### config.mk
export PLATFORM = sky130hd
export DESIGN_NAME = polyline_cell_rasterizer_flat
export DESIGN_NICKNAME = d
export VERILOG_FILES = /design/src/rtl/pcr_pkg.sv /design/src/rtl/pcr_ifs.sv /design/src/rtl/pcr_step_unit.sv /design/src/rtl/pcr_out_buf.sv /design/src/rtl/polyline_cell_rasterizer.sv /design/src/flat_wrapper.sv
export SDC_FILE = /design/constraint.sdc
export NUM_CORES = 1
export LEC_CHECK = 0
export ABC_AREA = 0
export BUFFER_PORTS_ARGS = -buffer_cell sky130_fd_sc_hd__clkbuf_2
export CAP_MARGIN = 40
export CELL_PAD_IN_SITES_DETAIL_PLACEMENT = 0
export CELL_PAD_IN_SITES_GLOBAL_PLACEMENT = 1
export CORE_MARGIN = 2
export CORE_UTILIZATION = 50
export DETAILED_ROUTE_END_ITERATION = 8
export PLACE_DENSITY = 0.9
export SLEW_MARGIN = 30
export SYNTH_ARGS = -nofsm -noshare
export SYNTH_HDL_FRONTEND = slang
export SYNTH_SLANG_ARGS = --single-unit
### constraint.sdc
create_clock -name clock -period 11.97 [get_ports clock]
set_input_delay 1.7955 -clock clock [delete_from_list [all_inputs] [get_ports clock]]
set_output_delay 1.7955 -clock clock [all_outputs]
set_load 0.02 [all_outputs]
### src/rtl/pcr_pkg.sv
// Shared widths, payload types and helpers for the polyline cell rasterizer.
package pcr_pkg;

   localparam int GRID_SIZE = 32;
   localparam int COORD_W   = 5;
   localparam int ACC_W     = COORD_W + 1;

   typedef logic [COORD_W-1:0] coord_type;
   typedef logic [ACC_W-1:0]   acc_type;

   typedef struct packed {
      coord_type row;
      coord_type col;
      logic      last;
   } cell_type;

   typedef struct packed {
      acc_type acc;
      logic    carry;
   } step_res_type;

   // Saturate a coordinate to the last grid cell.
   function automatic coord_type clamp_coord(input coord_type v);
      coord_type r;
      r = v;
      if ({1'b0, v} >= ACC_W'(GRID_SIZE)) begin
         r = COORD_W'(GRID_SIZE - 1);
      end
      return r;
   endfunction

endpackage

### src/rtl/pcr_ifs.sv
// Handshake channels of the polyline cell rasterizer: vertex, cell and control write.
interface pcr_req_if;
   import pcr_pkg::*;
   logic      valid;
   logic      ready;
   coord_type vertex_row;
   coord_type vertex_col;
   modport source (output valid, output vertex_row, output vertex_col, input ready);
   modport sink   (input valid, input vertex_row, input vertex_col, output ready);
endinterface

interface pcr_rsp_if;
   import pcr_pkg::*;
   logic      valid;
   logic      ready;
   coord_type cell_row;
   coord_type cell_col;
   logic      last_of_run;
   modport source (output valid, output cell_row, output cell_col, output last_of_run,
                   input ready);
   modport sink   (input valid, input cell_row, input cell_col, input last_of_run,
                   output ready);
endinterface

interface pcr_csr_if;
   logic valid;
   logic ready;
   logic thick_mode;
   modport source (output valid, output thick_mode, input ready);
   modport sink   (input valid, input thick_mode, output ready);
endinterface

### src/rtl/pcr_step_unit.sv
// Error accumulator step: add the minor span, wrap by the major span.
module pcr_step_unit (
   input  pcr_pkg::acc_type      acc,
   input  pcr_pkg::coord_type    major,
   input  pcr_pkg::coord_type    minor,
   output pcr_pkg::step_res_type res
);
   import pcr_pkg::*;

   acc_type sum;

   always_comb begin
      sum       = acc + {1'b0, minor};
      res.carry = (sum >= {1'b0, major});
      res.acc   = res.carry ? (sum - {1'b0, major}) : sum;
   end

endmodule

### src/rtl/pcr_out_buf.sv
// One-entry output register for emitted cells.
module pcr_out_buf (
   input  logic              clock,
   input  logic              reset,
   input  logic              load,
   input  pcr_pkg::cell_type load_cell,
   input  logic              ready,
   output logic              valid,
   output pcr_pkg::cell_type out_item,
   output logic              slot_free
);
   import pcr_pkg::*;

   logic     valid_ff, valid_in;
   cell_type cell_ff, cell_in;

   assign slot_free = !valid_ff || ready;
   assign valid     = valid_ff;
   assign out_item  = cell_ff;

   always_comb begin
      valid_in = valid_ff && !ready;
      cell_in  = cell_ff;
      if (load) begin
         valid_in = 1'b1;
         cell_in  = load_cell;
      end
   end

   always_ff @(posedge clock) begin
      if (reset) begin
         valid_ff <= 1'b0;
      end else begin
         valid_ff <= valid_in;
      end
      cell_ff <= cell_in;
   end

endmodule

### src/rtl/polyline_cell_rasterizer.sv
// Polyline cell rasterizer: turns polyline vertices into Bresenham-stepped grid cells.
// A vertex is taken only while the block is idle. The first vertex after reset comes
// out as one cell, through the S_FIRST state and then the output register. A vertex
// equal to the last emitted cell emits nothing and the block is ready again in the
// next cycle. Any other vertex is set up as it is taken and then emits its cells:
// d cells for a major span of d, plus one corner cell per diagonal step in thick
// mode, so at most 62 cells per vertex. The single stepper feeds one cell per cycle
// into the output register while the output is not stalled. The last cell of each
// vertex carries last_of_run. thick_mode is written on the csr channel, which is
// always ready; write it only while no vertex is in progress.
module polyline_cell_rasterizer (
   input  logic   clock,
   input  logic   reset,
   pcr_req_if.sink   req,
   pcr_rsp_if.source rsp,
   pcr_csr_if.sink   csr
);
   import pcr_pkg::*;

   localparam logic [1:0] S_IDLE  = 2'd0;
   localparam logic [1:0] S_FIRST = 2'd1;
   localparam logic [1:0] S_STEP  = 2'd2;
   localparam logic [1:0] S_MAIN  = 2'd3;

   logic [1:0] state_ff, state_in;
   logic       have_last_ff, have_last_in;
   coord_type  last_row_ff, last_row_in;
   coord_type  last_col_ff, last_col_in;
   logic       thick_ff, thick_in;
   coord_type  tr_ff, tr_in;
   coord_type  tc_ff, tc_in;
   acc_type    acc_ff, acc_in;
   coord_type  major_ff, major_in;
   coord_type  minor_ff, minor_in;
   coord_type  step_ff, step_in;
   logic       row_major_ff, row_major_in;
   logic       row_up_ff, row_up_in;
   logic       col_up_ff, col_up_in;
   coord_type  pend_r_ff, pend_r_in;
   coord_type  pend_c_ff, pend_c_in;
   logic       pend_last_ff, pend_last_in;

   coord_type    vr, vc;
   acc_type      diff_r, diff_c;
   coord_type    abs_r, abs_c;
   step_res_type sres;
   logic         final_step, diag;
   coord_type    next_r, next_c, step_r, step_c;
   logic         load;
   cell_type     load_cell, out_cell;
   logic         slot_free;

   assign req.ready = (state_ff == S_IDLE);
   assign csr.ready = 1'b1;

   pcr_step_unit u_step (
      .acc   (acc_ff),
      .major (major_ff),
      .minor (minor_ff),
      .res   (sres)
   );

   pcr_out_buf u_out (
      .clock     (clock),
      .reset     (reset),
      .load      (load),
      .load_cell (load_cell),
      .ready     (rsp.ready),
      .valid     (rsp.valid),
      .out_item  (out_cell),
      .slot_free (slot_free)
   );

   assign rsp.cell_row    = out_cell.row;
   assign rsp.cell_col    = out_cell.col;
   assign rsp.last_of_run = out_cell.last;

   // Setup arithmetic on the incoming vertex.
   always_comb begin
      vr     = clamp_coord(req.vertex_row);
      vc     = clamp_coord(req.vertex_col);
      diff_r = {1'b0, vr} - {1'b0, last_row_ff};
      diff_c = {1'b0, vc} - {1'b0, last_col_ff};
      abs_r  = diff_r[ACC_W-1] ? COORD_W'(-diff_r) : diff_r[COORD_W-1:0];
      abs_c  = diff_c[ACC_W-1] ? COORD_W'(-diff_c) : diff_c[COORD_W-1:0];
   end

   // Next cell along the line.
   always_comb begin
      step_r = row_up_ff ? (last_row_ff + COORD_W'(1)) : (last_row_ff - COORD_W'(1));
      step_c = col_up_ff ? (last_col_ff + COORD_W'(1)) : (last_col_ff - COORD_W'(1));
      final_step = (step_ff == major_ff);
      if (final_step) begin
         next_r = tr_ff;
         next_c = tc_ff;
      end else if (row_major_ff) begin
         next_r = step_r;
         next_c = sres.carry ? step_c : last_col_ff;
      end else begin
         next_c = step_c;
         next_r = sres.carry ? step_r : last_row_ff;
      end
      diag = thick_ff && (next_r != last_row_ff) && (next_c != last_col_ff);
   end

   always_comb begin
      state_in     = state_ff;
      have_last_in = have_last_ff;
      last_row_in  = last_row_ff;
      last_col_in  = last_col_ff;
      thick_in     = thick_ff;
      tr_in        = tr_ff;
      tc_in        = tc_ff;
      acc_in       = acc_ff;
      major_in     = major_ff;
      minor_in     = minor_ff;
      step_in      = step_ff;
      row_major_in = row_major_ff;
      row_up_in    = row_up_ff;
      col_up_in    = col_up_ff;
      pend_r_in    = pend_r_ff;
      pend_c_in    = pend_c_ff;
      pend_last_in = pend_last_ff;
      load         = 1'b0;
      load_cell    = '{row: next_r, col: next_c, last: final_step};

      if (csr.valid) begin
         thick_in = csr.thick_mode;
      end

      case (state_ff)
         S_IDLE: begin
            if (req.valid) begin
               tr_in = vr;
               tc_in = vc;
               if (!have_last_ff) begin
                  state_in = S_FIRST;
               end else if (vr != last_row_ff || vc != last_col_ff) begin
                  row_major_in = (abs_r > abs_c);
                  major_in     = (abs_r > abs_c) ? abs_r : abs_c;
                  minor_in     = (abs_r > abs_c) ? abs_c : abs_r;
                  acc_in       = {1'b0, ((abs_r > abs_c) ? abs_r : abs_c) >> 1};
                  row_up_in    = !diff_r[ACC_W-1] && (abs_r != '0);
                  col_up_in    = !diff_c[ACC_W-1] && (abs_c != '0);
                  step_in      = COORD_W'(1);
                  state_in     = S_STEP;
               end
            end
         end
         S_FIRST: begin
            load_cell = '{row: tr_ff, col: tc_ff, last: 1'b1};
            if (slot_free) begin
               load         = 1'b1;
               last_row_in  = tr_ff;
               last_col_in  = tc_ff;
               have_last_in = 1'b1;
               state_in     = S_IDLE;
            end
         end
         S_STEP: begin
            if (slot_free) begin
               load    = 1'b1;
               acc_in  = sres.acc;
               step_in = step_ff + COORD_W'(1);
               if (diag) begin
                  // Corner cell first: previous row, new column.
                  load_cell    = '{row: last_row_ff, col: next_c, last: 1'b0};
                  last_col_in  = next_c;
                  pend_r_in    = next_r;
                  pend_c_in    = next_c;
                  pend_last_in = final_step;
                  state_in     = S_MAIN;
               end else begin
                  last_row_in = next_r;
                  last_col_in = next_c;
                  if (final_step) begin
                     state_in = S_IDLE;
                  end
               end
            end
         end
         S_MAIN: begin
            load_cell = '{row: pend_r_ff, col: pend_c_ff, last: pend_last_ff};
            if (slot_free) begin
               load        = 1'b1;
               last_row_in = pend_r_ff;
               last_col_in = pend_c_ff;
               state_in    = pend_last_ff ? S_IDLE : S_STEP;
            end
         end
         default: begin
            state_in = S_IDLE;
         end
      endcase
   end

   always_ff @(posedge clock) begin
      if (reset) begin
         state_ff     <= S_IDLE;
         have_last_ff <= 1'b0;
         last_row_ff  <= '0;
         last_col_ff  <= '0;
         thick_ff     <= 1'b0;
      end else begin
         state_ff     <= state_in;
         have_last_ff <= have_last_in;
         last_row_ff  <= last_row_in;
         last_col_ff  <= last_col_in;
         thick_ff     <= thick_in;
      end
      tr_ff        <= tr_in;
      tc_ff        <= tc_in;
      acc_ff       <= acc_in;
      major_ff     <= major_in;
      minor_ff     <= minor_in;
      step_ff      <= step_in;
      row_major_ff <= row_major_in;
      row_up_ff    <= row_up_in;
      col_up_ff    <= col_up_in;
      pend_r_ff    <= pend_r_in;
      pend_c_ff    <= pend_c_in;
      pend_last_ff <= pend_last_in;
   end

endmodule
### src/flat_wrapper.sv
// flat-port wrapper written by rule: the top's interface ports become plain ports
module polyline_cell_rasterizer_flat import pcr_pkg::*;
  (clock, reset, req_valid, req_vertex_row, req_vertex_col, req_ready, rsp_valid, rsp_cell_row, rsp_cell_col, rsp_last_of_run, rsp_ready, csr_valid, csr_thick_mode, csr_ready);
  pcr_req_if req_i ();
  pcr_rsp_if rsp_i ();
  pcr_csr_if csr_i ();
  input  logic clock;
  input  logic reset;
  input wire logic [$bits(req_i.valid)-1:0] req_valid;
  input wire logic [$bits(req_i.vertex_row)-1:0] req_vertex_row;
  input wire logic [$bits(req_i.vertex_col)-1:0] req_vertex_col;
  output wire logic [$bits(req_i.ready)-1:0] req_ready;
  output wire logic [$bits(rsp_i.valid)-1:0] rsp_valid;
  output wire logic [$bits(rsp_i.cell_row)-1:0] rsp_cell_row;
  output wire logic [$bits(rsp_i.cell_col)-1:0] rsp_cell_col;
  output wire logic [$bits(rsp_i.last_of_run)-1:0] rsp_last_of_run;
  input wire logic [$bits(rsp_i.ready)-1:0] rsp_ready;
  input wire logic [$bits(csr_i.valid)-1:0] csr_valid;
  input wire logic [$bits(csr_i.thick_mode)-1:0] csr_thick_mode;
  output wire logic [$bits(csr_i.ready)-1:0] csr_ready;
  assign req_i.valid = req_valid;
  assign req_i.vertex_row = req_vertex_row;
  assign req_i.vertex_col = req_vertex_col;
  assign req_ready = req_i.ready;
  assign rsp_valid = rsp_i.valid;
  assign rsp_cell_row = rsp_i.cell_row;
  assign rsp_cell_col = rsp_i.cell_col;
  assign rsp_last_of_run = rsp_i.last_of_run;
  assign rsp_i.ready = rsp_ready;
  assign csr_i.valid = csr_valid;
  assign csr_i.thick_mode = csr_thick_mode;
  assign csr_ready = csr_i.ready;
  polyline_cell_rasterizer u_core (.clock(clock), .reset(reset), .req(req_i), .rsp(rsp_i), .csr(csr_i));
endmodule
==> key figures, run 1 <==
Outcome
  • Status: finished clean

STA
  • RSZ-0062 raised after global routing: no
  • Hold WS: approximately 550 ps
  • Final period util: 49.23%
  • Final hold viol count: 0
  • Tightest Pin Transition: around 760 ps
  • Post-route setup TNS: 0 ps
  • Relative slew slack: around half
  • Crit path time final: 5892 ps
  • Clock Skew: 15.01 ps
  • Final setup fails: 0
  • Fmax: between 0.15 and 0.2 GHz
  • Pins Over Slew Limit: 0

Layout
  • Most frequent cells in the layout: 56 x inv_1, 56 x edfxtp_1, 44 x nand2_1, 38 x nor2_1
  • Post-Layout Cell Count: just over 700
  • Final nets: between 600 and 700
  • Share of cells above drive strength 1: between 10% and 20%
  • ANT cells: 0
  • Layout overhead on the synthesized area: 9.882%
  • Finished Core Util: a little under three fifths

Clock tree
  • Clk_lat worst skew: ~350 ps
  • Setup bufs post-CTS: 0
  • Num CTS Buffers: 9
  • Root buffer cell: clkbuf_8
  • CTS tree: done
  • H-tree levels: 3
  • Clock slew at reported path FFs: 80 ps
  • Post-CTS Hold Fix Bufs: 0
  • Post-cts resize count: 0
  • Clock sinks: between 70 and 80
  • Clock Path Buffers: 2

Route
  • Drt drc: 0
  • Routed length per placed instance: around 18 um
  • Via count: about 4300
  • Via density: approximately 6.0
  • WL final: 12960 um
  • Starting DRT DRC Count: between 300 and 400
  • DR pass1 iterations: 9
  • Routed Antenna Nets: 0

Critical path
  • Setup crit start kind: input port
  • Arrival time at the worst endpoint: around 6000 ps
  • Critical path required time: ~12000 ps
  • Crit-path max FO: 7
  • Worst setup EP type: flip-flop
  • CP Class: input port to flip-flop

Yosys
  • Sequential-to-total area share from yosys stat: a little under two fifths
  • Post-synth EDFFs: 56
  • Share of the synthesized area in the top cell type: 32.39%
  • Synth Register Bits: just over 70
  • Post-synthesis cell count: 550
  • Post-Syn Area: ~5200 um^2
  • Main synth FF type: edfxtp_1
  • Top post-synthesis cells by area: edfxtp_1 32%, ha_1 8.4%, dfxtp_1 5.8%
  • Ys async rst share: 0%
  • Largest area contributor in the netlist: edfxtp_1
  • Syn avg cell area: roughly 9.4 um^2
  • Count of different cell masters after synthesis: slightly below 70
  • Net count after synthesis: ~600
  • Synth warn: 0

Floorplan
  • Initial Util: 50.97%
  • Die Span X: roughly 110 um
  • Die height: between 100 and 150 um
  • I/O pins: 30
  • Core Region: 10180 um^2
  • Row count: 37
  • Die footprint: between 10000 and 15000 um^2

Global route
  • Largest net degree at the start of global routing: 27
  • First-pass GRT wire length: 20820 um
  • Vias in the first global route: approximately 4000
  • Tot GR Track Use: 23.67%
  • Initial antenna violation count: 0
  • Grt ovf: 0

Placement
  • IO Port Bufs: 28
  • Final Wtd Congestion: 0.9037
  • Placed Cells incl. Taps: between 700 and 800
  • HPWL Detailed: just under 10000 um

Worst hold path
  • Worst hold-check path type: flip-flop to flip-flop

Run
  • Max_cap viols: 0
synthesized netlist by cell type, types with 4 or more instances:
library cell and instances:
buf_4 4, edfxtp_1 56, a21o_1 9, a211oi_1 6, inv_1 56, nand2_1 44, nand2b_1 8, o21ai_0 29
xnor2_1 21, a21oi_1 35, o311ai_0 4, a22oi_1 6, nor3_1 8, fa_1 6, dfxtp_1 15, nor2_1 39
a31oi_1 10, and3_1 7, nor2b_1 5, ha_1 35, mux2i_1 19, nor4_1 4, o21a_1 8, a311oi_1 4
clkbuf_1 13, nand3_1 14, xor2_1 18
kinds of logic (layout without fill, tap and decap cells):
logic type | after synthesis | after routing | share of synthesized area [%]
AO/OA/AOI/OAI | 156 | 156 | 21.02
XOR/XNOR | 39 | 39 | 6.580
adder cells (fa/ha/maj) | 41 | 41 | 10.75
buffers and inverters | 75 | 108 | 5.736
flip-flops | 71 | 71 | 38.18
multiplexers | 23 | 23 | 4.603
other | 1 | 1 | 0.07224
AND/OR/NAND/NOR | 144 | 144 | 13.06
metrics by stage:
step / instance area (um^2) / setup slack [ps]
6_report: 5704 / 6078
5_1_grt: 5704 / 5571
3_5_place_dp: 5455 / 5763
4_1_cts: 5688 / 6141
2_1_floorplan: 5191 / 6312
3_3_place_gp: 5440 / 5885
metal layers:
metal / GRT usage (%) / vias to the layer above / wire length (um)
li1: - / 2084 / -
met1: 33.90 / 2058 / 5781
met2: 36.73 / 169 / 5958
met3: 4.353 / 17 / 1027
met4: 7.049 / 0 / 194
met5: 0 / - / 0
critical path: stages:
cell	delay, ps
clkbuf_2	80
inv_1	40
ha_1	200
inv_1	70
fa_1	450
inv_1	140
ha_1	250
nand2_1	120
a211oi_1	230
nor3_1	90
xnor2_1	130
mux2i_1	340
inv_1	90
ha_1	320
and3_1	200
a221oi_1	650
a31oi_1	220
buf_2	240
inv_1	110
and2_1	160
o32ai_1	80
final cells by class:
| type | instances | area (um^2) |
|---|---|---|
| well taps | 136 | 170.2 |
| fillers | 908 | 4481 |
| clock inverters | 5 | 58.81 |
| flip-flops and latches | 71 | 1982 |
| repair buffers | 35 | 191.4 |
| multi-input cells | 404 | 2914 |
| inverters | 57 | 214.0 |
| clock buffers | 11 | 173.9 |
registers in the layout, indices dropped and copies added, names as in the netlist, 5 cells and up:
name / cells
u_core.acc_ff: 6
u_core.last_col_ff: 5
u_core.last_row_ff: 5
u_core.major_ff: 5
u_core.minor_ff: 5
u_core.pend_c_ff: 5
u_core.pend_r_ff: 5
u_core.step_ff: 5
u_core.tc_ff: 5
u_core.tr_ff: 5
u_core.u_out.out_item: 11
worst paths after layout:
path | start | to | slack, ps | cells past startpoint
hold reg to reg | u_core.last_col_ff[4] | u_core.last_col_ff[4] | 550 | 2
hold / removal | u_core.last_col_ff[4] | u_core.last_col_ff[4] | 550 | 2
setup / recovery | req_vertex_row[0] | u_core.acc_ff[2] | 6080 | 21
setup reg to reg | u_core.last_row_ff[0] | u_core.acc_ff[2] | 7010 | 19
Power of run 1 is left out: the tool's default activity adds up to more than one toggle a clock period on the data nets, which glitch-free logic cannot reach.
==> inputs of run 2 (changes only) <==
--- a/config.mk
+++ b/config.mk
@@ -11,9 +11,9 @@
 export CELL_PAD_IN_SITES_DETAIL_PLACEMENT = 0
 export CELL_PAD_IN_SITES_GLOBAL_PLACEMENT = 1
 export CORE_MARGIN = 2
-export CORE_UTILIZATION = 50
+export CORE_UTILIZATION = 44
 export DETAILED_ROUTE_END_ITERATION = 8
-export PLACE_DENSITY = 0.9
+export PLACE_DENSITY = 0.84
 export SLEW_MARGIN = 30
 export SYNTH_ARGS = -nofsm -noshare
 export SYNTH_HDL_FRONTEND = slang
==> constraint.sdc (replaced) <==
create_clock -name clock -period 4.76 [get_ports clock]
set_input_delay 0.714 -clock clock [delete_from_list [all_inputs] [get_ports clock]]
set_output_delay 0.714 -clock clock [all_outputs]
set_load 0.02 [all_outputs]
==> run 2 against run 1 <==
Against the previous run:
- critical path depth fell by 3
- clock skew fell by 7.3 ps
- utilization fell by 4.6 points
- sequential share of layout area fell by 1.1 points
- worst setup slack got worse by 5700 ps
- cell area rose by 3.2%
- first-iteration DRC count rose by 2.5%
- global-route usage fell by 2.2 points
- hold slack got worse by 15 ps
- sequential cell count did not move
- register-to-register slack got worse by 6600 ps
- non-clock buffer count rose by 14
- highest routed layer unchanged
==> key figures, run 2 (synthesis gave the netlist of run 1 again) <==
Outcome
  • Status: finished clean

Layout
  • Fin area: 5889 um^2 (+3.2%)
  • Post-Layout Cell Count: 740 (+2.9%)
  • Share of cells above drive strength 1: 13.23% (+1.4 points)
  • ANT cells: 0 (unchanged)
  • Largest register FFs: 11 (unchanged)
  • Layout overhead on the synthesized area: 13.45%
  • Most frequent cells in the layout: 56 x inv_1, 56 x edfxtp_1, 44 x nand2_1, 38 x nor2_1
  • Final nets: 649 (+2.2%)
  • Filler cells: 1042 (+15%)

Placement
  • IO Port Bufs: 28 (unchanged)
  • Placed Instance Area: 5577 um^2 (+2.2%)
  • Placed Cells incl. Taps: 723 (+3.1%)
  • HPWL Detailed: 10080 um (+1.7%)
  • Final Wtd Congestion: 0.8931 (-1.2%)

STA
  • Post-route setup TNS: 0 ps (unchanged)
  • Clock Skew: 7.685 ps (-7.328 ps)
  • Final hold viol count: 0 (unchanged)
  • Relative slew slack: 49.49% (about the same)
  • Fmax: roughly 0.23 GHz
  • Final period util: about nine tenths
  • Final setup fails: 0 (unchanged)
  • Crit path time final: 4365 ps
  • Tightest Pin Transition: 756.8 ps (+0.2042 ps)
  • RSZ-0062 raised after global routing: no
  • Pins Over Slew Limit: 0 (unchanged)

Critical path
  • Worst R2R Path Depth: 18 (-1)
  • Crit-path max FO: 7 (unchanged)
  • Worst reg2reg setup slack: 390 ps (-6620 ps)
  • Setup crit start kind: flip-flop
  • Critical R2R Launch: u_core.last_col_ff[0]
  • CP Launch Point: u_core.last_col_ff[0]
  • CP Class: flip-flop to flip-flop
  • Critical path required time: 4940 ps (-7120 ps)
  • Arrival time at the worst endpoint: 4550 ps (-1440 ps)
  • Worst setup EP type: flip-flop
  • R2r endpoint: u_core.acc_ff[1]
  • Crit path to: u_core.acc_ff[1]

Global route
  • M3 GR Usage: 4.050% (-0.30 points)
  • Largest net degree at the start of global routing: 26 (-3.7%)
  • Met2 Usage GRT: 34.57% (-2.2 points)
  • Vias in the first global route: 4195 (+4.5%)
  • First-pass GRT wire length: 21580 um (+3.7%)
  • Initial antenna violation count: 0 (unchanged)
  • Grt ovf: 0 (unchanged)
  • GRT Max-Usage Layer: met2
  • Routing usage on met1: 29.71% (-4.2 points)
  • Tot GR Track Use: 21.46% (-2.2 points)

Worst hold path
  • Hold wc startpoint: u_core.last_col_ff[4]
  • Worst hold-check path type: flip-flop to flip-flop

Floorplan
  • Initial Util: 45.27% (-5.7 points)
  • Die Span X: 112.6 um (+6.4%)
  • I/O pins: 30 (unchanged)
  • Core Region: 11470 um^2 (+13%)
  • Row count: 39 (+5.4%)
  • Die footprint: 12680 um^2 (+13%)
  • Die height: 112.6 um (+6.4%)

Clock tree
  • Post-cts resize count: 0 (unchanged)
  • H-tree levels: 3 (unchanged)
  • Clk_lat worst skew: 330 ps (-20 ps)
  • Num CTS Buffers: 9 (unchanged)
  • Clock sinks: 71 (unchanged)
  • Post-CTS Hold Fix Bufs: 0 (unchanged)
  • Setup bufs post-CTS: 0 (unchanged)
  • CTS tree: done
  • Root buffer cell: clkbuf_16
  • Clock slew at reported path FFs: 60 ps (-20 ps)
  • Clock Path Buffers: 2 (unchanged)

Route
  • Drt drc: 0 (unchanged)
  • Via density: 5.878 (-2.3%)
  • DR pass1 iterations: 7 (-2)
  • Routed length per placed instance: 17.85 um (-1.0%)
  • Via count: 4350 (+0.51%)
  • WL final: 13210 um (+1.9%)
  • Routed Antenna Nets: 0 (unchanged)
  • Starting DRT DRC Count: 370 (+2.5%)

Run
  • Max_cap viols: 0 (unchanged)
## run 2: critical path, cell delays in order, from the launching register on
cell and delay (ps):
dfxtp_1 500, ha_1 240, inv_1 60, fa_1 490
inv_1 60, ha_1 210, nand2_1 70, nor2_1 40
a2111oi_0 480, xor2_1 250, inv_1 100, ha_1 320
and3_1 180, a221oi_1 100, a31oi_1 370, buf_2 280
mux2i_1 270, nor2_1 70, a31oi_1 130
## run 2: final cells by class
cell class              instances  area [um^2]  area share (%)
multi-input cells             404         2914           49.48
flip-flops and latches         71         1982           33.65
repair buffers                 49        292.8           4.971
clock buffers                  13        240.2           4.079
inverters                      57        214.0           3.633
well taps                     143        178.9           3.038
clock inverters                 3        67.56           1.147
## run 2: per-layer routing
layer	vias up	wire length, um
met5	-	0
met1	2060	5906
met2	170	6088
met3	18	976
li1	2102	-
met4	0	233
## run 2: worst min path at each step
stage	to	slack [ps]	cells after the start
after CTS	u_core.last_col_ff[4]	540	2
after floorplan	u_core.last_col_ff[4]	480	2
final	u_core.last_col_ff[4]	540	2
after detailed placement	u_core.last_col_ff[4]	510	2
after global routing	u_core.tr_ff[0]	560	1
after global placement	u_core.last_col_ff[4]	500	2
## run 2: through the flow
step,worst slack (ps),utilization [%],hold slack [ps]
global placement,18.55,48.50,502.5
global route,71.97,51.36,563.9
finish,394.7,51.36,537.6
floorplan,183.5,-,484.6
CTS,413.9,51.31,535.7
detailed placement,135.3,48.63,510.9
Power of run 2 is left out for the same reason.
